**src/hdl/pli_pkg.sv**
```systemverilog
package pli_pkg;

    // Table size and value width.
    localparam int NUM_CELLS  = 32;
    localparam int IDX_W      = 5;
    localparam int CNT_W      = 6;
    localparam int VAL_W      = 32;
    localparam int STEP_W     = 5;

    // Item kinds carried in tuser.
    localparam logic OP_LOAD  = 1'b0;
    localparam logic OP_QUERY = 1'b1;

    // Configuration register indexes.
    localparam logic REG_POINT_COUNT = 1'b0;

    // Query token that walks the chain of cells.
    typedef struct packed {
        logic             valid;
        logic [VAL_W-1:0] d;
        logic             first;
        logic             last;
        logic [VAL_W-1:0] yc;
        logic             hit;
        logic [VAL_W-1:0] x0;
        logic [VAL_W-1:0] x1;
        logic [VAL_W-1:0] y0;
        logic [VAL_W-1:0] y1;
    } t_tok;

    // Breakpoint write broadcast to all cells.
    typedef struct packed {
        logic             en;
        logic [IDX_W-1:0] idx;
        logic [VAL_W-1:0] x;
        logic [VAL_W-1:0] y;
    } t_wr;

    typedef enum logic [1:0] {
        ST_IDLE,
        ST_SEARCH,
        ST_DIV,
        ST_OUT
    } t_state;

endpackage

```
**src/hdl/pli_cell.sv**
```systemverilog
module pli_cell (
    input  logic                          i_clk,
    input  logic                          i_rst_n,
    input  logic [pli_pkg::IDX_W-1:0]     i_idx,
    input  logic [pli_pkg::IDX_W-1:0]     i_last_idx,
    input  pli_pkg::t_wr                  i_wr,
    input  pli_pkg::t_tok                 i_tok,
    input  logic [pli_pkg::VAL_W-1:0]     i_nx_x,
    input  logic [pli_pkg::VAL_W-1:0]     i_nx_y,
    output logic [pli_pkg::VAL_W-1:0]     o_x,
    output logic [pli_pkg::VAL_W-1:0]     o_y,
    output pli_pkg::t_tok                 o_tok
);

    logic [pli_pkg::VAL_W-1:0] r_x;
    logic [pli_pkg::VAL_W-1:0] r_y;
    pli_pkg::t_tok             r_tok;
    pli_pkg::t_tok             n_tok;

    // Breakpoint storage for this slot.
    always_ff @(posedge i_clk) begin
        if (i_wr.en && (i_wr.idx == i_idx)) begin
            r_x <= i_wr.x;
            r_y <= i_wr.y;
        end
    end

    // Check the passing query against this slot and the next one.
    always_comb begin
        n_tok = i_tok;
        if (i_tok.valid) begin
            if ((i_idx == '0) && ($signed(i_tok.d) <= $signed(r_x))) begin
                n_tok.first = 1'b1;
                n_tok.yc    = r_y;
            end
            if (!n_tok.first && !i_tok.last && (i_idx == i_last_idx)
                    && ($signed(i_tok.d) >= $signed(r_x))) begin
                n_tok.last = 1'b1;
                n_tok.yc   = r_y;
            end
            if (!i_tok.hit && (i_idx < i_last_idx)
                    && ($signed(i_tok.d) >= $signed(r_x))
                    && ($signed(i_tok.d) <= $signed(i_nx_x))) begin
                n_tok.hit = 1'b1;
                n_tok.x0  = r_x;
                n_tok.x1  = i_nx_x;
                n_tok.y0  = r_y;
                n_tok.y1  = i_nx_y;
            end
        end
    end

    // Hand the token to the neighbor.
    always_ff @(posedge i_clk) begin
        if (!i_rst_n) begin
            r_tok.valid <= 1'b0;
        end else begin
            r_tok <= n_tok;
        end
    end

    assign o_x   = r_x;
    assign o_y   = r_y;
    assign o_tok = r_tok;

endmodule

```
**config.mk**
```make
export PLATFORM = sky130hd
export DESIGN_NAME = pli_cell
export DESIGN_NICKNAME = d
export VERILOG_FILES = /design/src/hdl/pli_pkg.sv /design/src/hdl/pli_cell.sv
export SDC_FILE = /design/constraint.sdc
export NUM_CORES = 1
export LEC_CHECK = 0
export ABC_CLOCK_PERIOD_IN_PS = 3600
export BUFFER_PORTS_ARGS = -buffer_cell sky130_fd_sc_hd__buf_2
export CORE_AREA = 2 2 237 239
export CTS_CLUSTER_SIZE = 8
export DETAILED_ROUTE_END_ITERATION = 16
export DIE_AREA = 0 0 239 241
export HOLD_SLACK_MARGIN = 0.05
export PLACE_DENSITY = 0.5
export SKIP_CTS_REPAIR_TIMING = 1
export SLEW_MARGIN = 20
export SYNTH_ARGS = -nofsm -noshare
export SYNTH_HDL_FRONTEND = slang
export SYNTH_SLANG_ARGS = --single-unit
```
**constraint.sdc**
```tcl
create_clock -name i_clk -period 3.6 [get_ports i_clk]
set_input_delay 0.54 -clock i_clk [delete_from_list [all_inputs] [get_ports i_clk]]
set_output_delay 0.54 -clock i_clk [all_outputs]
set_load 0.1 [all_outputs]
```
# Word-level counts from Yosys, hierarchy flattened
# Cells that the tools add are included.
[word_totals]
output_inout_bits = 260
inputBits = 342
register_bits = 260
[classes]
n_reduce_logical = 12
eq_ne = 2
order_cmp = 4
muxes = 6
[op_table]
columns = ["operator", "count"]
rows = [
  ["$mux 163", 1],
  ["$mux 129", 1],
  ["$le 32x32->1", 2],
  ["$mux 33", 1],
  ["$ge 32x32->1", 1],
  ["$mux 32", 1],
  ["$eq 5x5->1", 2],
  ["$logic_and 1x1->1", 8],
  ["$logic_not 5->1", 1],
  ["$lt 5x5->1", 1],
  ["$logic_not 1->1", 3],
  ["$mux 1", 2],
]

# Logic depth before layout (Yosys ltp)
# Gate-level depths: netlist (run 1).
[depth]
ltp_word = 10
ltp_mapped = 12

# Worst setup path before layout (run 1)
# No wires, ideal clock.
[synth_path]
path_type = "flip-flop to flip-flop"
from = "reg r_x, in the netlist o_x[17]"
to = "reg r_tok, in the netlist o_tok[119], data pin"
slack_ns = -0.009
t_required_ns = 3.339
t_arrival_ns = 3.348
stages_incl_launch_ff = 13
path_buffers = 2
synth_period_minus_slack_ns = 3.609
cell_sequence = "edfxtp_1 > inv_1 > ha_1 > a21o_1 > a221o_1 > a22o_1 > nor4_1 > o211ai_2 > and4_1 > o211ai_2 > buf_4 > buf_6 > mux2_4"
[synth_lines]
columns = ["element", "line", "source"]
rows = [
  ["start, declared", "pli_cell.sv:15", "logic [pli_pkg::VAL_W-1:0] r_x;"],
  ["start signal, assigned", "pli_cell.sv:23", "r_x <= i_wr.x;"],
  ["end signal, assigned", "pli_cell.sv:58", "r_tok <= n_tok;"],
  ["end, declared", "pli_cell.sv:17", "pli_pkg::t_tok r_tok;"],
]

==> metrics.md, run 1 <==
| Metric | Value |
|---|---|
| FMAX | `292 MHz` |
| HPWL after DPL | `34400 um` |
| Slew @ Worst Pin | `0.789 ns` |
| Fin util | `32.0%` |
| Detail Route Antenna Nets | `0` |
| Fin nets | `1794` |
| Peak supply drop | `0.357 mV` |
| Simple-gate area share of the yosys netlist | `2.83%` |
| Slew headroom | `47.4%` |
| Post-synthesis compound-gate area fraction | `3.21%` |
| Comb power frac | `24.2%` |
| # clock sinks | `260` |
| Leak Pwr | `8.14 nW` |
| Cell depth of the worst flop-to-flop path | `12` |
| Clock root buffer | `clkbuf_16` |
| Pwr dens | `510 mW/mm2` |
| Crit-path max FO | `19` |
| Num rows | `86` |
| CP Capture Type | `flop` |
| Layout cells sized above 1 | `62.9%` |
| Synth warn | `0` |
| Clock Power Share | `35.5%` |
| Setup violators final | `0` |
| Hold Path Depth | `1` |
| # port buffers | `601` |
| Via count | `8627` |
| 1st-pass router iterations | `6` |
| Area leader, netlist | `edfxtp_1` |
| Seq/Total Area, Yosys | `64.6%` |
| XOR/XNOR Fraction of Synth Area | `0.363%` |
| Initial antenna violation count | `8` |
| Die extent in x | `239 um` |
| FFs w/ async S/R, synth | `0%` |
| Status | `completed` |
| Area Growth Syn to Fin | `45.2%` |
| Vias in the first global route | `9113` |
| Crit path largest cell delay | `0.46 ns` |
| Fin crit period | `3.43 ns` |
| Most used flip-flop cell after synthesis | `edfxtp_1` |
| Gate Count Post-Synth | `696` |
| R2R Path Start | `o_x[7]` |
| Worst Min Path Start | `i_wr[51]` |
| Sequential Power Share | `40.3%` |
| Core Region | `0.0549 mm2` |
| Final wirelength | `42500 um` |
| Post-Synth Adder-Cell Area | `7.15%` |
| Iter 0 DRT Violations | `276` |
| Maxcap violations | `0` |
| Int Pwr | `5.97 mW` |
| CP Cell Sequence | `inv_1 -> ha_1 -> a21oi_1 -> o21ai_0 -> a221o_1 -> o31ai_4 -> a211oi_4 -> buf_4 -> nor3_2 -> o2bb2ai_4 -> buf_12 -> mux2_2` |
| WP data arrival | `3.70 ns` |
| Reg2Reg Setup Slack | `0.17 ns` |
| Register area | `0.00780 mm2` |
| Placed insts | `2046` |
| Count leader, synth | `edfxtp_1` |
| Synth top area share | `64.4%` |
| Worst path slowest cell | `a221o_1` |
| Post-synth EDFFs | `259` |
| Global Route Usage Sum | `13.8%` |
| Mapped cell area | `0.0121 mm2` |
| Max Buffers Root-to-Sink | `3` |
| Final Hold Vio Count | `0` |
| End of the worst register-to-register path | `o_tok[159]` |
| Latest clock arrival within the worst-skew pair | `0.54 ns` |
| Initial Util | `22.0%` |
| GRT overflow | `0` |
| Buf+Inv Stages, Crit Path | `3` |
| Clk slew on worst S/H paths | `0.05 ns` |
| Main combinational cell family by area after synthesis | `multiplexers` |
| Mux cell area share after synthesis | `18.3%` |
| Avg Inst Size Synth | `17.3 um2` |
| Ports | `602` |
| Synth area leaders | `edfxtp_1 64%, mux2_4 14%, ha_1 7.2%` |
| Die Span Y | `241 um` |
| Largest delay share family, worst path | `compound AO/OA/AOI/OAI gates` |
| Worst Hold Class | `in2reg` |
| WS Path Type | `reg2reg` |
| # fillers | `5574` |
| H-Tree Level Count | `2` |
| CTS buffer count | `38` |
| Final period utilization | `95.2%` |
| Die footprint | `0.0576 mm2` |
| Routed length per placed instance | `20.3 um` |
| CTS tree | `done` |
| Mapped Nets | `1107` |
| First-pass GRT wire length | `57800 um` |
| Synth Register Bits | `260` |
| DRC viols | `0` |
| Worst Setup Start Kind | `flop` |
| Unrepaired setup endpoints after global routing | `no` |
| Yosys cell types | `40` |
| Footprint of the multi-input gates | `0.00394 mm2` |
| Final Non-Filler Cells | `2098` |
| Psw | `2.98 mW` |
| Hold path endpoint | `o_x[19]` |
| Final Slew Violations | `0` |
| Pin count of the biggest net entering global routing | `81` |
| Skew final | `0.0184 ns` |
| Switching portion of total power | `33.3%` |
| WHS | `0.175 ns` |
| Via density | `4.11` |
| Critical Path RT | `3.88 ns` |
| Most frequent cells after synthesis | `259 x edfxtp_1, 109 x mux2_4, 69 x ha_1, 69 x inv_1, 51 x mux2_2` |
| RD Place Congestion | `0.829` |
[stage by stage]
stage               cell area [um2]  worst slack, ns  power (mW)  TNS (ns)
global placement              16400           -0.518        5.83    -61.36
finish                        17500            0.174        8.95         0
global route                  17500           0.0186        9.28         0
floorplan                     12100           0.0122        5.23         0
detailed placement            16400           -0.553        5.84    -63.00
CTS                           17500           -0.404        9.09    -38.54
[layout by cell type (no fill, tap or decap), types with 2 or more instances in the layout]
cell type	Yosys	layout
and2_1	2	2
mux2_2	51	51
a221o_1	4	4
a221oi_1	2	2
xor2_1	4	4
o211ai_1	4	4
a21oi_1	21	21
nor2_1	5	5
inv_6	0	2
a21o_1	8	8
clkbuf_16	0	38
and4_1	6	5
nand4_1	10	10
o211ai_4	0	2
nand2_1	13	13
diode_2	0	2
inv_1	69	69
o21ai_0	5	5
buf_12	0	12
nand2b_1	2	2
nor4_1	5	2
nor4_2	0	2
ha_1	69	69
nand3_1	7	7
mux2_4	109	109
edfxtp_1	259	259
clkbuf_1	0	7
o21bai_1	2	2
nor2b_1	3	3
buf_4	4	51
buf_2	1	600
[cells by family (layout without fill, tap and decap cells)]
group,Yosys count,after routing
AOI/OAI and AO/OA,56,56
and+or+nand+nor,60,60
xor gates and xnor gates,5,5
other,0,2
buffers and inverters,86,782
DFF,260,260
muxes,160,160
adders and majority gates,69,69
[flip-flops by register name, indices dropped and copies added, names as in the netlist]
name	flops
o_y	32
o_x	32
o_tok	196
[layout make-up]
type / instances / area share [%]
timing repair buffer: 664 / 20.8
clock buffer: 45 / 5.57
sequential: 260 / 44.5
tap: 704 / 5.02
clock inverter: 4 / 0.214
inverter: 69 / 1.48
antenna: 2 / 0.0285
multi-input combinational: 350 / 22.5
[per-layer routing]
layer,share of wire (%),global-route usage [%]
met3,7.1,3.87
met2,49,23.1
met1,41,16.8
met4,2.7,5.11
met5,0.10,0
[worst max path at each step]
stage | start | to | slack (ns) | cells past startpoint
detailed placement | i_tok[177] | o_tok[143] | -0.55 | 12
CTS | o_x[15] | o_tok[159] | -0.40 | 12
floorplan | o_x[17] | o_tok[119] | 0.01 | 12
global route | o_x[15] | o_tok[33] | 0.02 | 12
finish | o_x[7] | o_tok[159] | 0.17 | 12
global placement | i_tok[177] | o_tok[153] | -0.52 | 12
[power groups by stage]
stage	combinational (mW)	sequential, mW	clock [mW]
after detailed placement	2.18	3.67	0
after CTS	2.18	3.61	3.30
after global placement	2.16	3.66	0
after floorplan	0.346	4.89	0
final	2.17	3.61	3.18
after global routing	2.25	3.62	3.41
(Power assumes the default switching activity.)
==> run 2, diff against run 1 <==
==> constraint.sdc (replaced) <==
create_clock -name i_clk -period 3.6 [get_ports i_clk]
set_input_delay 0.54 -clock i_clk [delete_from_list [all_inputs] [get_ports i_clk]]
set_output_delay 0.54 -clock i_clk [all_outputs]
set_load 0.02 [all_outputs]
==> run 2 against run 1 <==
  * First-iteration DRC count is 9.1% lower
  * Critical path type unchanged
  * Maximum frequency is 0.20% higher
  * Die area unchanged
  * Critical path depth is 1 higher
  * Sequential share of layout area down 0.66 points
  * Sequential cell count stayed put
  * Routed wire length rose by 1.0%
==> metrics.md, run 2 (synthesis results as in run 1) <==
| Metric | Value |
|---|---|
| Worst Slack Setup Final | `0.181 ns` |
| CP Capture Type | `flop` |
| HPWL after DPL | `34700 um` |
| Initial Util | `22.0%` |
| Worst Setup Start Kind | `flop` |
| CTS tree | `done` |
| Skew final | `0.0184 ns` |
| Num rows | `86` |
| Final Slew Violations | `0` |
| WS Path Type | `reg2reg` |
| Placed instance area | `0.0167 mm2` |
| Pin count of the biggest net entering global routing | `78` |
| Pwr dens | `457 mW/mm2` |
| R2R Path Start | `o_x[7]` |
| Critical Path RT | `3.88 ns` |
| Area Growth Syn to Fin | `47.4%` |
| Commonest cells after routing, fill and taps aside | `600 x buf_2, 259 x edfxtp_1, 109 x mux2_4` |
| H-Tree Level Count | `2` |
| Vias in the first global route | `9257` |
| Final wirelength | `42900 um` |
| GRT overflow | `0` |
| Status | `completed` |
| Crit-path max FO | `14` |
| Fin crit period | `3.42 ns` |
| Global Route Usage Sum | `14.0%` |
| Worst Hold Class | `in2reg` |
| Slew @ Worst Pin | `0.708 ns` |
| Worst Min Path Start | `i_wr[25]` |
| Ports | `602` |
| Routed length per placed instance | `20.1 um` |
| First-pass GRT wire length | `59200 um` |
| Setup violators final | `0` |
| Iter 0 DRT Violations | `251` |
| Final TNS setup | `0 ns` |
| Maxcap violations | `0` |
| Layout cells sized above 1 | `63.6%` |
| Fin nets | `1822` |
| Via count | `8792` |
| Latest clock arrival within the worst-skew pair | `0.54 ns` |
| Fin util | `32.4%` |
| Final period utilization | `95.0%` |
| Max reg flops | `196` |
| Slew headroom | `52.8%` |
| WP data arrival | `3.70 ns` |
| Final Hold Vio Count | `0` |
| Clock root buffer | `clkbuf_16` |
| Max Buffers Root-to-Sink | `3` |
| RD Place Congestion | `0.817` |
| Worst slack, placed | `-0.487 ns` |
| Via density | `4.12` |
| FMAX | `292 MHz` |
| CTS buffer count | `39` |
| DRC viols | `0` |
| Leak Pwr | `8.29 nW` |
| Post-route cell area | `0.0178 mm2` |
| Die footprint | `0.0576 mm2` |
| # port buffers | `601` |
| Die extent in x | `239 um` |
| Peak supply drop | `0.332 mV` |
| Initial antenna violation count | `8` |
| Detail Route Antenna Nets | `0` |
| Most common cell after layout, fill and taps aside | `buf_2` |
| Clk slew on worst S/H paths | `0.05 ns` |
| Core Region | `0.0549 mm2` |
| Die Span Y | `241 um` |
| Worst Setup SP | `o_x[7]` |
| 1st-pass router iterations | `4` |
| # clock sinks | `260` |
-- run 2: area by class of cell --
class	instances	area, um2
antenna	3	7.51
clock buffer	49	1010
clock inverter	6	65.1
fill	5588	37100
inverter	69	259
multi-input combinational	350	3920
sequential	260	7800
tap	704	881
timing repair buffer	691	3850
-- run 2: path summary, 6_finish.rpt --
check / end / slack [ns] / cells after the start
setup / recovery: o_tok[2] / 0.18 / 13
hold / removal: o_y[25] / 0.18 / 1
setup reg to reg: o_tok[2] / 0.18 / 13
hold reg to reg: o_tok[56] / 0.59 / 1
-- run 2: critical path, cell delays in order (launching register included) --
cell,delay (ns)
edfxtp_1,0.42
inv_1,0.09
ha_1,0.23
a21oi_1,0.23
o21ai_1,0.15
a221o_1,0.43
o31ai_2,0.27
buf_4,0.17
o211ai_4,0.10
and4_4,0.21
o211ai_4,0.10
buf_12,0.21
buf_12,0.17
mux2_2,0.35
-- run 2: stage by stage --
step	instances	power [mW]	hold WS [ns]
after global routing	2131	8.47	0.137
after floorplan	696	4.22	0.639
final	2132	8.13	0.175
after CTS	2128	8.26	0.124
after global placement	2073	4.83	0.595
after detailed placement	2073	4.84	0.594
-- run 2: power by group --
part           internal, mW  total (mW)  switching, mW
clock network          2.03        3.35           1.33
logic                 0.542        1.18          0.634
registers              3.54        3.60         0.0564
-- run 2: metal layers --
layer | track usage, % | share of wire (%) | wire, um | up-vias
li1 | - | - | - | 4091
met1 | 17.3 | 41 | 17800 | 4269
met2 | 23.7 | 49 | 21100 | 358
met3 | 3.88 | 6.8 | 2930 | 66
met4 | 4.77 | 2.5 | 1070 | 8
met5 | 0 | 0.11 | 49 | -
