[src/hdl/pli_pkg.sv]
package pli_pkg;

    // Table size and value width.
    localparam int NUM_CELLS  = 32;
    localparam int IDX_W      = 5;
    localparam int CNT_W      = 6;
    localparam int VAL_W      = 32;
    localparam int STEP_W     = 5;

    // Item kinds carried in tuser.
    localparam logic OP_LOAD  = 1'b0;
    localparam logic OP_QUERY = 1'b1;

    // Configuration register indexes.
    localparam logic REG_POINT_COUNT = 1'b0;

    // Query token that walks the chain of cells.
    typedef struct packed {
        logic             valid;
        logic [VAL_W-1:0] d;
        logic             first;
        logic             last;
        logic [VAL_W-1:0] yc;
        logic             hit;
        logic [VAL_W-1:0] x0;
        logic [VAL_W-1:0] x1;
        logic [VAL_W-1:0] y0;
        logic [VAL_W-1:0] y1;
    } t_tok;

    // Breakpoint write broadcast to all cells.
    typedef struct packed {
        logic             en;
        logic [IDX_W-1:0] idx;
        logic [VAL_W-1:0] x;
        logic [VAL_W-1:0] y;
    } t_wr;

    typedef enum logic [1:0] {
        ST_IDLE,
        ST_SEARCH,
        ST_DIV,
        ST_OUT
    } t_state;

endpackage

[src/hdl/pli_muldiv.sv]
module pli_muldiv (
    input  logic                      i_clk,
    input  logic                      i_rst_n,
    input  logic                      i_start,
    input  logic [pli_pkg::VAL_W-1:0] i_a,
    input  logic [pli_pkg::VAL_W-1:0] i_b,
    input  logic [pli_pkg::VAL_W-1:0] i_w,
    input  logic [pli_pkg::VAL_W-1:0] i_y0,
    input  logic                      i_neg,
    output logic                      o_done,
    output logic [pli_pkg::VAL_W-1:0] o_value
);

    logic                         r_busy;
    logic                         r_done;
    logic [pli_pkg::STEP_W-1:0]   r_cnt;
    logic [pli_pkg::VAL_W-1:0]    r_a;
    logic [pli_pkg::VAL_W-1:0]    r_b;
    logic [pli_pkg::VAL_W-1:0]    r_w;
    logic [pli_pkg::VAL_W-1:0]    r_y0;
    logic                         r_neg;
    logic [pli_pkg::VAL_W+1:0]    r_r;
    logic [pli_pkg::VAL_W-1:0]    r_q;
    logic [pli_pkg::VAL_W+1:0]    n_r1;
    logic [pli_pkg::VAL_W+1:0]    n_r2;
    logic [pli_pkg::VAL_W+1:0]    n_r3;
    logic [1:0]                   n_dig;
    logic [pli_pkg::VAL_W+1:0]    w_ext;

    // One multiplier bit per step; the sum stays below three divisors, so the remainder stays below one.
    always_comb begin
        w_ext = {2'b00, r_w};
        n_r1  = {r_r[pli_pkg::VAL_W:0], 1'b0}
              + (r_b[pli_pkg::VAL_W-1] ? {2'b00, r_a} : '0);
        n_dig = 2'd0;
        n_r2  = n_r1;
        if (n_r1 >= w_ext) begin
            n_r2  = n_r1 - w_ext;
            n_dig = 2'd1;
        end
        n_r3 = n_r2;
        if (n_r2 >= w_ext) begin
            n_r3  = n_r2 - w_ext;
            n_dig = n_dig + 2'd1;
        end
    end

    always_ff @(posedge i_clk) begin
        if (!i_rst_n) begin
            r_busy <= 1'b0;
            r_done <= 1'b0;
            r_cnt  <= '0;
        end else begin
            r_done <= 1'b0;
            if (i_start) begin
                r_busy <= 1'b1;
                r_cnt  <= '0;
            end else if (r_busy) begin
                r_cnt <= r_cnt + 1'b1;
                if (r_cnt == pli_pkg::STEP_W'(pli_pkg::VAL_W - 1)) begin
                    r_busy <= 1'b0;
                    r_done <= 1'b1;
                end
            end
        end
    end

    // Operand and partial result registers.
    always_ff @(posedge i_clk) begin
        if (i_start) begin
            r_a   <= i_a;
            r_b   <= i_b;
            r_w   <= i_w;
            r_y0  <= i_y0;
            r_neg <= i_neg;
            r_r   <= '0;
            r_q   <= '0;
        end else if (r_busy) begin
            r_b <= {r_b[pli_pkg::VAL_W-2:0], 1'b0};
            r_r <= n_r3;
            r_q <= {r_q[pli_pkg::VAL_W-2:0], 1'b0} + pli_pkg::VAL_W'(n_dig);
        end
    end

    assign o_done  = r_done;
    assign o_value = r_neg ? (r_y0 - r_q) : (r_y0 + r_q);

endmodule

[config.mk]
export PLATFORM = sky130hd
export DESIGN_NAME = pli_muldiv
export DESIGN_NICKNAME = d
export VERILOG_FILES = /design/src/hdl/pli_pkg.sv /design/src/hdl/pli_muldiv.sv
export SDC_FILE = /design/constraint.sdc
export NUM_CORES = 1
export LEC_CHECK = 0
export ABC_CLOCK_PERIOD_IN_PS = 9700
export CAP_MARGIN = 20
export CORE_ASPECT_RATIO = 1.1
export CORE_MARGIN = 2
export CORE_UTILIZATION = 59
export DETAILED_ROUTE_END_ITERATION = 16
export DONT_BUFFER_PORTS = 1
export HOLD_SLACK_MARGIN = 0.12
export PLACE_DENSITY = 0.78
export SETUP_SLACK_MARGIN = 0.3
export SKIP_CTS_REPAIR_TIMING = 1
export SYNTH_ARGS = -nofsm -noshare
export SYNTH_HDL_FRONTEND = slang
export SYNTH_SLANG_ARGS = --single-unit
[constraint.sdc]
create_clock -name i_clk -period 9.7 [get_ports i_clk]
set_input_delay 0.97 -clock i_clk [delete_from_list [all_inputs] [get_ports i_clk]]
set_output_delay 0.97 -clock i_clk [all_outputs]
set_load 0.1 [all_outputs]
; ---- Word level (Yosys, flattened, before mapping)
; Cells that the tools add are included.
[op_classes]
addsub = 8
n_lt_le_gt_ge = 2
eq_ne = 1
mux = 12
bitwise = 2
n_reduce_logical = 3
[ops]
columns = operator, count
row1 = $mux 32, 4
row2 = $ge 34x32->1, 2
row3 = $add 34x32->34, 1
row4 = $mux 34, 1
row5 = $sub 34x32->34, 1
row6 = $mux 33, 1
row7 = $sub 33x32->33, 1
row8 = $add 32x2->32, 1
row9 = $add 32x32->32, 1
row10 = $sub 32x32->32, 1
row11 = $add 5x1->5 const B, 1
row12 = $eq 5x5->1 const B, 1
row13 = $mux 1, 5
row14 = $reduce_or 3->1, 1
row15 = $add 2x1->2 const B, 1
row16 = $mux 2, 1
row17 = $not 1->1, 2
row18 = $reduce_bool 2->1, 1
row19 = $reduce_or 2->1, 1
[totals]
reg_bits = 201
in_bits = 132
wordCells = 38

; ---- Logic depth before layout (Yosys ltp)
; Gate-level depths: netlist (run 1).
[logic_depth]
word_depth = 7
mapped_depth = 48

; ---- Worst setup path after synthesis (run 1)
; Ideal clock, no wire load.
[synth_path]
path_type = register to register
startpoint = register r_b[31] in the netlist's numbering
endpoint = register r_q[31] in the netlist's numbering
t_arrival_ns = 9.240
required_ns = 9.614
setup_slack_ns = 0.374
stages_incl_launch_ff = 46
path_buffers = 5
period_less_slack_ns = 9.326
cell_sequence = edfxtp_1 -> clkbuf_1 -> and2_1 -> ha_1 -> a21o_1 -> or3_4 -> o221a_4 -> a211o_1 -> a21o_1 -> a21oi_1 -> o21ai_0 -> xor2_1 -> ha_1 -> nand4_1 -> nor3_1 -> a21oi_1 -> o21a_1 -> a21oi_1 -> [10 not listed] -> a221oi_1 -> o21a_1 -> o21ai_0 -> a21oi_2 -> and2_1 -> buf_6 -> inv_6 -> buf_6 -> ha_1 -> ha_1 -> nand4_1 -> nor3_1 -> and2_1 -> and2_1 -> clkbuf_1 -> nand4_1 -> xor2_1 -> a211oi_1
[synth_via]
elab_chain_len = 7
elab_cells_between_ends = 10
[synth_lines]
columns = element, line_no
row1 = from (decl), pli_muldiv.sv:18  ; logic [pli_pkg::VAL_W-1:0] r_b;
row2 = from (signal assigned), pli_muldiv.sv:72  ; r_b <= i_b;
row3 = from (signal assigned), pli_muldiv.sv:79  ; r_b <= {r_b[pli_pkg::VAL_W-2:0], 1'b0};
row4 = $mux 32 (*), pli_muldiv.sv:34  ; + (r_b[pli_pkg::VAL_W-1] ? {2'b00, r_a} : '0);
row5 = $add 34x32->34 (*), pli_muldiv.sv:34
row6 = $sub 34x32->34 or $ge 34x32->1 (tied branches), "pli_muldiv.sv:38, pli_muldiv.sv:37"
row7 = $mux 34 or $mux 1 (tied branches), pli_muldiv.sv:37  ; if (n_r1 >= w_ext) begin
row8 = $ge 34x32->1 or $add 2x1->2 (tied branches), "pli_muldiv.sv:42, pli_muldiv.sv:44"
row9 = $mux 2 (*), pli_muldiv.sv:42  ; if (n_r2 >= w_ext) begin
row10 = $add 32x2->32 (*), pli_muldiv.sv:81  ; r_q <= {r_q[pli_pkg::VAL_W-2:0], 1'b0} + pli_pkg::VAL_W'(n_dig);
row11 = to (signal assigned), pli_muldiv.sv:81
row12 = to (decl), pli_muldiv.sv:23  ; logic [pli_pkg::VAL_W-1:0] r_q;
; Mark *: on every way between the ends. The rest lies on a longest branch, timed or not.
; A chain may end at the register's enable or synchronous reset.

; ---- Worst setup path in the final report (run 1)
; Ends and elaborated chain as after synthesis.

==> results of run 1 <==
synthesized netlist by cell type (all sizes together) (3+ instances only):
library cell,n,area share (%)
or4,4,0.19
clkbuf,63,1.5
nor2b,19,0.77
a21o,65,3.2
o31a,3,0.17
nand3,33,1.1
o211a,4,0.26
o211ai,11,0.53
o21bai,18,0.87
fa,4,0.52
ha,132,11
a211o,4,0.23
nor2,158,3.9
a211oi,66,3.2
a31o,4,0.23
a31oi,10,0.50
nor3,27,0.87
buf,11,0.52
o21ai,57,1.8
mux2,59,4.3
o31ai,7,0.34
o22ai,5,0.20
and2,41,1.7
nand2,99,2.4
dfxtp,72,9.3
and3,17,0.69
a2111oi,4,0.27
or2,7,0.28
or3,6,0.28
o2111ai,4,0.34
a311oi,9,0.55
edfxtp,129,25
a21oi,144,4.7
and4,5,0.28
o21a,26,1.3
xnor2,117,6.6
xor2,59,3.5
mux2i,26,1.7
nand2b,18,0.73
nor4,6,0.24
inv,71,1.8
nand4,20,0.81
registers in the layout, indices dropped and copies added (netlist names):
name / cells
o_done: 1
r_a: 32
r_b: 32
r_busy: 1
r_cnt: 5
r_neg: 1
r_q: 32
r_r: 33
r_w: 32
r_y0: 32
logic make-up (layout without fill, tap and decap cells):
kind of cell | after synthesis | count (layout) | synth area share (%)
XOR/XNOR | 176 | 176 | 10.1
buffers and inverters | 145 | 160 | 3.80
AND/OR/NAND/NOR | 465 | 465 | 14.4
multiplexers | 85 | 85 | 5.98
AO/OA/AOI/OAI | 465 | 465 | 20.2
adder cells (fa/ha/maj) | 136 | 136 | 11.2
flip-flops | 201 | 201 | 34.4
tightest hold or removal path, delay by kind of cell, from the launching register on:
| kind | cells | cell delay [ps] |
|---|---|---|
| AO/OA/AOI/OAI | 1 | 50 |
| flip-flops | 1 | 320 |
| AND/OR/NAND/NOR | 1 | 80 |
worst paths after layout:
| kind | slack, ps | from | cells after the start | end |
|---|---|---|---|---|
| max reg2reg | 660 | r_b[31]$_DFFE_PP_ | 42 | r_q[31]$_SDFFE_PP0P_ |
| max | 660 | r_b[31]$_DFFE_PP_ | 42 | r_q[31]$_SDFFE_PP0P_ |
| min | 490 | r_r[22]$_SDFFE_PP0P_ | 2 | r_r[22]$_SDFFE_PP0P_ |
| min reg2reg | 490 | r_r[22]$_SDFFE_PP0P_ | 2 | r_r[22]$_SDFFE_PP0P_ |
layout make-up:
class	instances	area (µm²)	share of cell area (%)
clock inverter	15	223	1.29
inverter	71	272	1.58
tap	352	440	2.56
sequential	201	5320	30.9
timing repair buffer	45	424	2.47
multi-input combinational	1327	9890	57.5
clock buffer	29	629	3.66
stage by stage:
| step | instance area (µm²) | std cells | hold WS (ps) |
|---|---|---|---|
| after floorplan | 15500 | 1673 | 464 |
| after global placement | 16100 | 1987 | 476 |
| after detailed placement | 16200 | 1991 | 484 |
| after CTS | 17000 | 2035 | 491 |
| after global routing | 17200 | 2040 | 501 |
| final | 17200 | 2040 | 495 |
layer usage:
layer  wire length (µm)  track usage (%)
met1              15500             33.1
met2              18300             46.6
met3               2110             3.85
met4               1640             11.2
met5                 13                0
layout by cell type, fill, tap and decap left out, types with 63 or more instances in the layout:
cell type  count
dfxtp_1       71
a21o_1        65
inv_1         70
xnor2_1       97
ha_1         126
nand2_1       99
nor2_1       153
a21oi_1      137
edfxtp_1     129
a211oi_1      63
==> impl_metrics.yaml, run 1 <==
timing:
  post-route-period-util_pct: 93.2
  fmax_ghz: 0.111
  setup_viol: 0
  fin_skew_ps: 13.1
  relSlewSlack_pct: 21.4
  period_minus_slack_ps: 9040
  maxSlewViolCount: 0
  rsz0062_at_grt: "false"
  hold_viol_final: 0
  fin_ws_ps: 663
  tightestPinTransition_ps: 1180
  finalSetupTns_ps: 0
die:
  die_w_um: 158
  coreArea_um2: 25900
  num_io_pins: 165
  die_area_um2: 27500
  rows: 62
  die_y_um: 174
  start_util_pct: 59.7
critical_path:
  crit_slowest_cell: "edfxtp_1"
  worstSetupPathType: "flip-flop to flip-flop"
  cpPeakStageDelay_ps: 400
  crit_buf_inv: 4
  critPathRequiredTime_ps: 10140
  crit_top_cell: "ha_1"
  critical_path_peak_fanout: 13
  endpoint_kind: "flip-flop"
  crit_family: "compound AO/OA/AOI/OAI gates"
  arrival_ps: 9470
  cp-start-kind: "flip-flop"
synthesis:
  ys_seq_elements: 201
  syn_area_per_cell_um2: 9.24
  synth-main-ff-cell: "edfxtp_1"
  synth_seq_area_share_pct: 34.4
  netlist_area_um2: 15500
  synth_warnings: 0
  syn_inst: 1673
  synth_cell_types: 76
  async_flop_share_pct: 0
  syn_nets: 1941
  synth-edff-count: 129
grt:
  grt_max_degree: 199
  grt_pass1_wl_mm: 59.8
  track_usage_pct: 26.8
  antenna_found_initial: 1
  grt.overflow.total: 0
  grt_pass1_vias: 12300
place:
  place_congestion: 0.998
  io_buffer_count: 0
  hpwl_mm: 27.5
  post-place-ws_ps: 56.3
routing:
  drt_iter0_drc: 889
  wirelength_mm: 37.6
  viasPerCell: 6.13
  firstDrtPassIters: 6
  post_drt_wl_per_cell_um: 18.4
  vias: 12500
  drc: 0
  ant_nets: 0
cells_and_area:
  antennaDiodeCount: 0
  drive_gt1_share_pct: 13.2
  syn_to_final_growth_pct: 11.2
  finalNetCount: 1938
  n_fill_cell: 2076
  final_core_util_pct: 66.4
clocking:
  clock_latency_ps: 530
  numCtsBuffers: 24
  clockRootBuffer: "clkbuf_16"
  clock_sinks: 201
  cts_tree: "built"
  cts_buffer_depth: 3
  htreeDepth: 1
  clkTransAtPathRegs_ps: 60
run_status:
  status: "completed"
job:
  cap_violations: 0
worst_hold_path:
  hp-class: "flip-flop to flip-flop"
Power of run 1 is left out: the tool's default activity adds up to more than one toggle a clock period on the data nets, which glitch-free logic cannot reach.
==> run 2: changes to the inputs <==
--- a/config.mk
+++ b/config.mk
@@ -7,12 +7,12 @@
 export LEC_CHECK = 0
 export ABC_CLOCK_PERIOD_IN_PS = 9700
 export CAP_MARGIN = 20
-export CORE_ASPECT_RATIO = 1.1
 export CORE_MARGIN = 2
 export CORE_UTILIZATION = 59
 export DETAILED_ROUTE_END_ITERATION = 16
 export DONT_BUFFER_PORTS = 1
 export HOLD_SLACK_MARGIN = 0.12
+export MAX_ROUTING_LAYER = met4
 export PLACE_DENSITY = 0.78
 export SETUP_SLACK_MARGIN = 0.3
 export SKIP_CTS_REPAIR_TIMING = 1
==> run 2 against run 1 <==
Effect of this change:
- clock skew down 2.9 ps
- register-to-register slack about the same
- clock-buffer cell count up 7
- critical path depth up 2
==> impl_metrics.yaml, run 2 (synthesis gave the netlist of run 1 again) <==
die:
  num_io_pins: 165
  coreArea_um2: 25900
  start_util_pct: 59.7
  die_y_um: 166
  die_area_um2: 27500
  die_w_um: 166
  rows: 59
timing:
  hold_viol_final: 0
  maxSlewViolCount: 0
  setup_viol: 0
  post-route-period-util_pct: 93.1
  tightestPinTransition_ps: 1170
  hold_slack_ps: 487
  relSlewSlack_pct: 21.9
  fmax_ghz: 0.111
  rsz0062_at_grt: "true"
  period_minus_slack_ps: 9030
  fin_ws_ps: 671
  fin_skew_ps: 10.2
routing:
  wirelength_mm: 38.2
  drt_iter0_drc: 1070
  firstDrtPassIters: 6
  drc: 0
  viasPerCell: 6.19
  post_drt_wl_per_cell_um: 18.9
  ant_nets: 0
  vias: 12500
cells_and_area:
  largest_register_ffs: 33
  drive_gt1_share_pct: 12.8
  finalNetCount: 1936
  syn_to_final_growth_pct: 10.2
  final_cell_mix: "nor2_1, a21oi_1, edfxtp_1"
  regMostFlops: "r_r"
  fin_cells: 2022
  layout_commonest_cell: "nor2_1"
clocking:
  clock_latency_ps: 520
  cts_buffer_depth: 3
  htreeDepth: 1
  numCtsBuffers: 24
  clkTransAtPathRegs_ps: 60
  cts_tree: "built"
  clockRootBuffer: "clkbuf_16"
  clock_sinks: 201
grt:
  busiest_layer: "met2"
  grt_util_met1_pct: 38.1
  grt_pass1_vias: 11800
  grt_max_degree: 199
  grt.overflow.total: 0
  track_usage_pct: 27.3
  gr-usage-met2_pct: 42.6
  antenna_found_initial: 1
  grtUsageMet3_pct: 3.34
  grt_pass1_wl_mm: 60.4
critical_path:
  cpPeakStageDelay_ps: 410
  arrival_ps: 9460
  endpoint_kind: "flip-flop"
  worstSetupPathType: "flip-flop to flip-flop"
  crit_slowest_cell: "a2111oi_4"
  critPathRequiredTime_ps: 10130
  cp-start-kind: "flip-flop"
  critical_path_peak_fanout: 32
place:
  post-place-ws_ps: -153
  io_buffer_count: 0
  hpwl_mm: 28.0
  place_congestion: 0.978
  dp_cells: 1970
run_status:
  status: "completed"
worst_hold_path:
  hp-class: "flip-flop to flip-flop"
job:
  cap_violations: 0
run 2: cell types whose count changed in the layout (fill, tap and decap cells not counted), sizes merged:
cell,before,now
bufinv,5,0
clkbuf,31,36
clkinvlp,4,0
clkinv,5,7
diode,0,1
run 2: per-layer routing:
layer / vias up / part of all wire [%]
met5: - / 0
met4: 0 / 2.3
met3: 60 / 5.8
met2: 409 / 46
met1: 5959 / 46
li1: 6098 / -
run 2: path summary, 6_finish.rpt:
check                        from                    to  slack, ps  depth (start not counted)
max             r_b[31]$_DFFE_PP_  r_q[21]$_SDFFE_PP0P_        670                         44
min          r_r[10]$_SDFFE_PP0P_  r_r[10]$_SDFFE_PP0P_        490                          2
max reg2reg     r_b[31]$_DFFE_PP_  r_q[21]$_SDFFE_PP0P_        670                         44
min reg2reg  r_r[10]$_SDFFE_PP0P_  r_r[10]$_SDFFE_PP0P_        490                          2
run 2: metrics by stage:
stage,TNS [ps],util (%),area [µm²]
floorplan,0,-,15500
global placement,0,61.9,16000
detailed placement,-982,62.2,16100
CTS,-1950,65.0,16800
global route,0,65.7,17000
finish,0,65.7,17000
run 2: area by class of cell:
class	instances	area, µm²
tap	335	419
inverter	71	272
timing repair buffer	43	373
fill	2103	8870
sequential	201	5320
clock inverter	8	47.5
clock buffer	36	688
antenna	1	2.50
multi-input combinational	1327	9920
run 2: worst max-delay path: cells and delay by family (launching register included):
| kind | cells | cell delay [ps] |
|---|---|---|
| and+or+nand+nor | 10 | 1820 |
| DFF | 1 | 370 |
| AOI/OAI and AO/OA | 20 | 3770 |
| buffers and inverters | 5 | 600 |
| xor gates and xnor gates | 2 | 420 |
| adders and majority gates | 6 | 1550 |
| muxes | 1 | 350 |
Power of run 2 is left out for the same reason.
==> run 3: changes to the inputs <==
--- a/config.mk
+++ b/config.mk
@@ -14,6 +14,7 @@
 export HOLD_SLACK_MARGIN = 0.12
 export MAX_ROUTING_LAYER = met4
 export PLACE_DENSITY = 0.78
+export REMOVE_ABC_BUFFERS = 1
 export SETUP_SLACK_MARGIN = 0.3
 export SKIP_CTS_REPAIR_TIMING = 1
 export SYNTH_ARGS = -nofsm -noshare
==> run 3 against run 2 <==
Effect of this change:
- critical path depth shrank 2
- first-iteration DRC count shrank 21%
- hold slack gained 1.4 ps
- clock skew grew 17 ps
- design area grew 1.1%
- non-clock buffer count grew 12
- sequential cell count is the same
==> impl_metrics.yaml, run 3 (synthesis gave the netlist of run 1 again) <==
run_status:
  status: "completed"
critical_path:
  crit_slowest_cell: "edfxtp_1"
  critPathRequiredTime_ps: 10170
  worstSetupPathType: "flip-flop to flip-flop"
  crit_top_cell: "ha_1"
  worstRegToRegCells: 42
  r2r-end: "r_q[31]$_SDFFE_PP0P_"
  r2r_slack_ps: 720
  r2r_start: "r_b[31]$_DFFE_PP_"
  endpoint_kind: "flip-flop"
  critical_path_peak_fanout: 16
  arrival_ps: 9450
  cpPeakStageDelay_ps: 470
  cp-start-kind: "flip-flop"
timing:
  fin_ws_ps: 720
  fmax_ghz: 0.111
  hold_viol_final: 0
  post-route-period-util_pct: 92.6
  hold_slack_ps: 489
  tightestPinTransition_ps: 1190
  maxSlewViolCount: 0
  relSlewSlack_pct: 20.8
  rsz0062_at_grt: "false"
  period_minus_slack_ps: 8980
  fin_skew_ps: 27.0
  setup_viol: 0
die:
  die_y_um: 166
  die_w_um: 166
  num_io_pins: 165
  rows: 59
  start_util_pct: 59.7
  coreArea_um2: 25900
  die_area_um2: 27500
job:
  cap_violations: 0
routing:
  viasPerCell: 6.11
  ant_nets: 0
  met2_length_mm: 17.2
  dr_wl_met3_mm: 2.52
  firstDrtPassIters: 5
  wirelength_mm: 38.1
  post_drt_wl_per_cell_um: 18.7
  drc: 0
  vias: 12500
  drt_iter0_drc: 845
  wl_met1_mm: 17.2
  routed.top_layer: "met4"
place:
  place_congestion: 0.968
  placed_area_um2: 16200
  io_buffer_count: 0
  hpwl_mm: 27.8
  post-place-ws_ps: -195
clocking:
  clock_sinks: 201
  cts_buffer_depth: 3
  cts_tree: "built"
  clock_latency_ps: 560
  numCtsBuffers: 25
  clkTransAtPathRegs_ps: 60
  htreeDepth: 1
  clockRootBuffer: "clkbuf_16"
cells_and_area:
  regMostFlops: "r_r"
  stdcell_area_um2: 17200
  multiInputGateArea_um2: 9910
  final_core_util_pct: 66.5
  final_cell_mix: "nor2_1, a21oi_1, edfxtp_1"
  drive_gt1_share_pct: 13.9
  largest_register_ffs: 33
  finalNetCount: 1949
  register_area_um2: 5320
  layout_commonest_cell: "nor2_1"
  n_fill_cell: 2000
  syn_to_final_growth_pct: 11.4
worst_hold_path:
  hp-start: "r_r[24]$_SDFFE_PP0P_"
  hp-class: "flip-flop to flip-flop"
  whs_endpoint: "r_r[24]$_SDFFE_PP0P_"
  hold_path_depth: 2
grt:
  track_usage_pct: 27.2
  grt_max_degree: 199
  grt_pass1_vias: 11900
  grt.overflow.total: 0
  grt_pass1_wl_mm: 59.9
  antenna_found_initial: 8
run 3: cell types whose count changed in the layout (fill, tap and decap cells not counted), sizes merged:
cell,before,now
buf,43,53
bufinv,0,1
clkbuf,36,30
clkinv,7,11
clkinvlp,0,2
diode,1,9
inv,72,75
run 3: metrics by stage:
stage	setup TNS [ps]	std cells
after CTS	-1780	2020
after global routing	0	2043
final	0	2044
after floorplan	-6910	1599
after global placement	0	1970
after detailed placement	-1260	1974
run 3: area by class of cell:
type                       count  area share, %
antenna                        9          0.131
clock buffer                  28           3.70
clock inverter                18          0.821
inverter                      71           1.58
multi-input combinational   1327           57.5
sequential                   201           30.9
tap                          335           2.43
timing repair buffer          55           2.95
run 3: layer usage:
layer	track usage [%]	up-vias
met3	5.72	75
met1	36.0	5877
met2	41.8	404
met5	-	-
li1	-	6139
met4	9.00	0
run 3: how the worst max path moves through the flow:
| stage | from | to | slack, ps | cells past startpoint |
|---|---|---|---|---|
| final | r_b[31]$_DFFE_PP_ | r_q[31]$_SDFFE_PP0P_ | 720 | 42 |
| after global routing | r_b[31]$_DFFE_PP_ | r_q[31]$_SDFFE_PP0P_ | 160 | 42 |
| after CTS | r_b[31]$_DFFE_PP_ | r_q[31]$_SDFFE_PP0P_ | -240 | 44 |
| after detailed placement | r_b[31]$_DFFE_PP_ | r_q[31]$_SDFFE_PP0P_ | -190 | 44 |
| after global placement | r_b[31]$_DFFE_PP_ | r_q[31]$_SDFFE_PP0P_ | 170 | 44 |
| after floorplan | r_b[31]$_DFFE_PP_ | r_q[31]$_SDFFE_PP0P_ | -480 | 42 |
run 3: critical path: cells and delay by family, from the launching register on:
kind / cells / cell delay [ps]
DFF: 1 / 470
adders and majority gates: 6 / 1550
buffers and inverters: 5 / 690
and+or+nand+nor: 12 / 2100
muxes: 1 / 350
AOI/OAI and AO/OA: 17 / 3530
xor gates and xnor gates: 1 / 170
Power of run 3 is left out for the same reason.
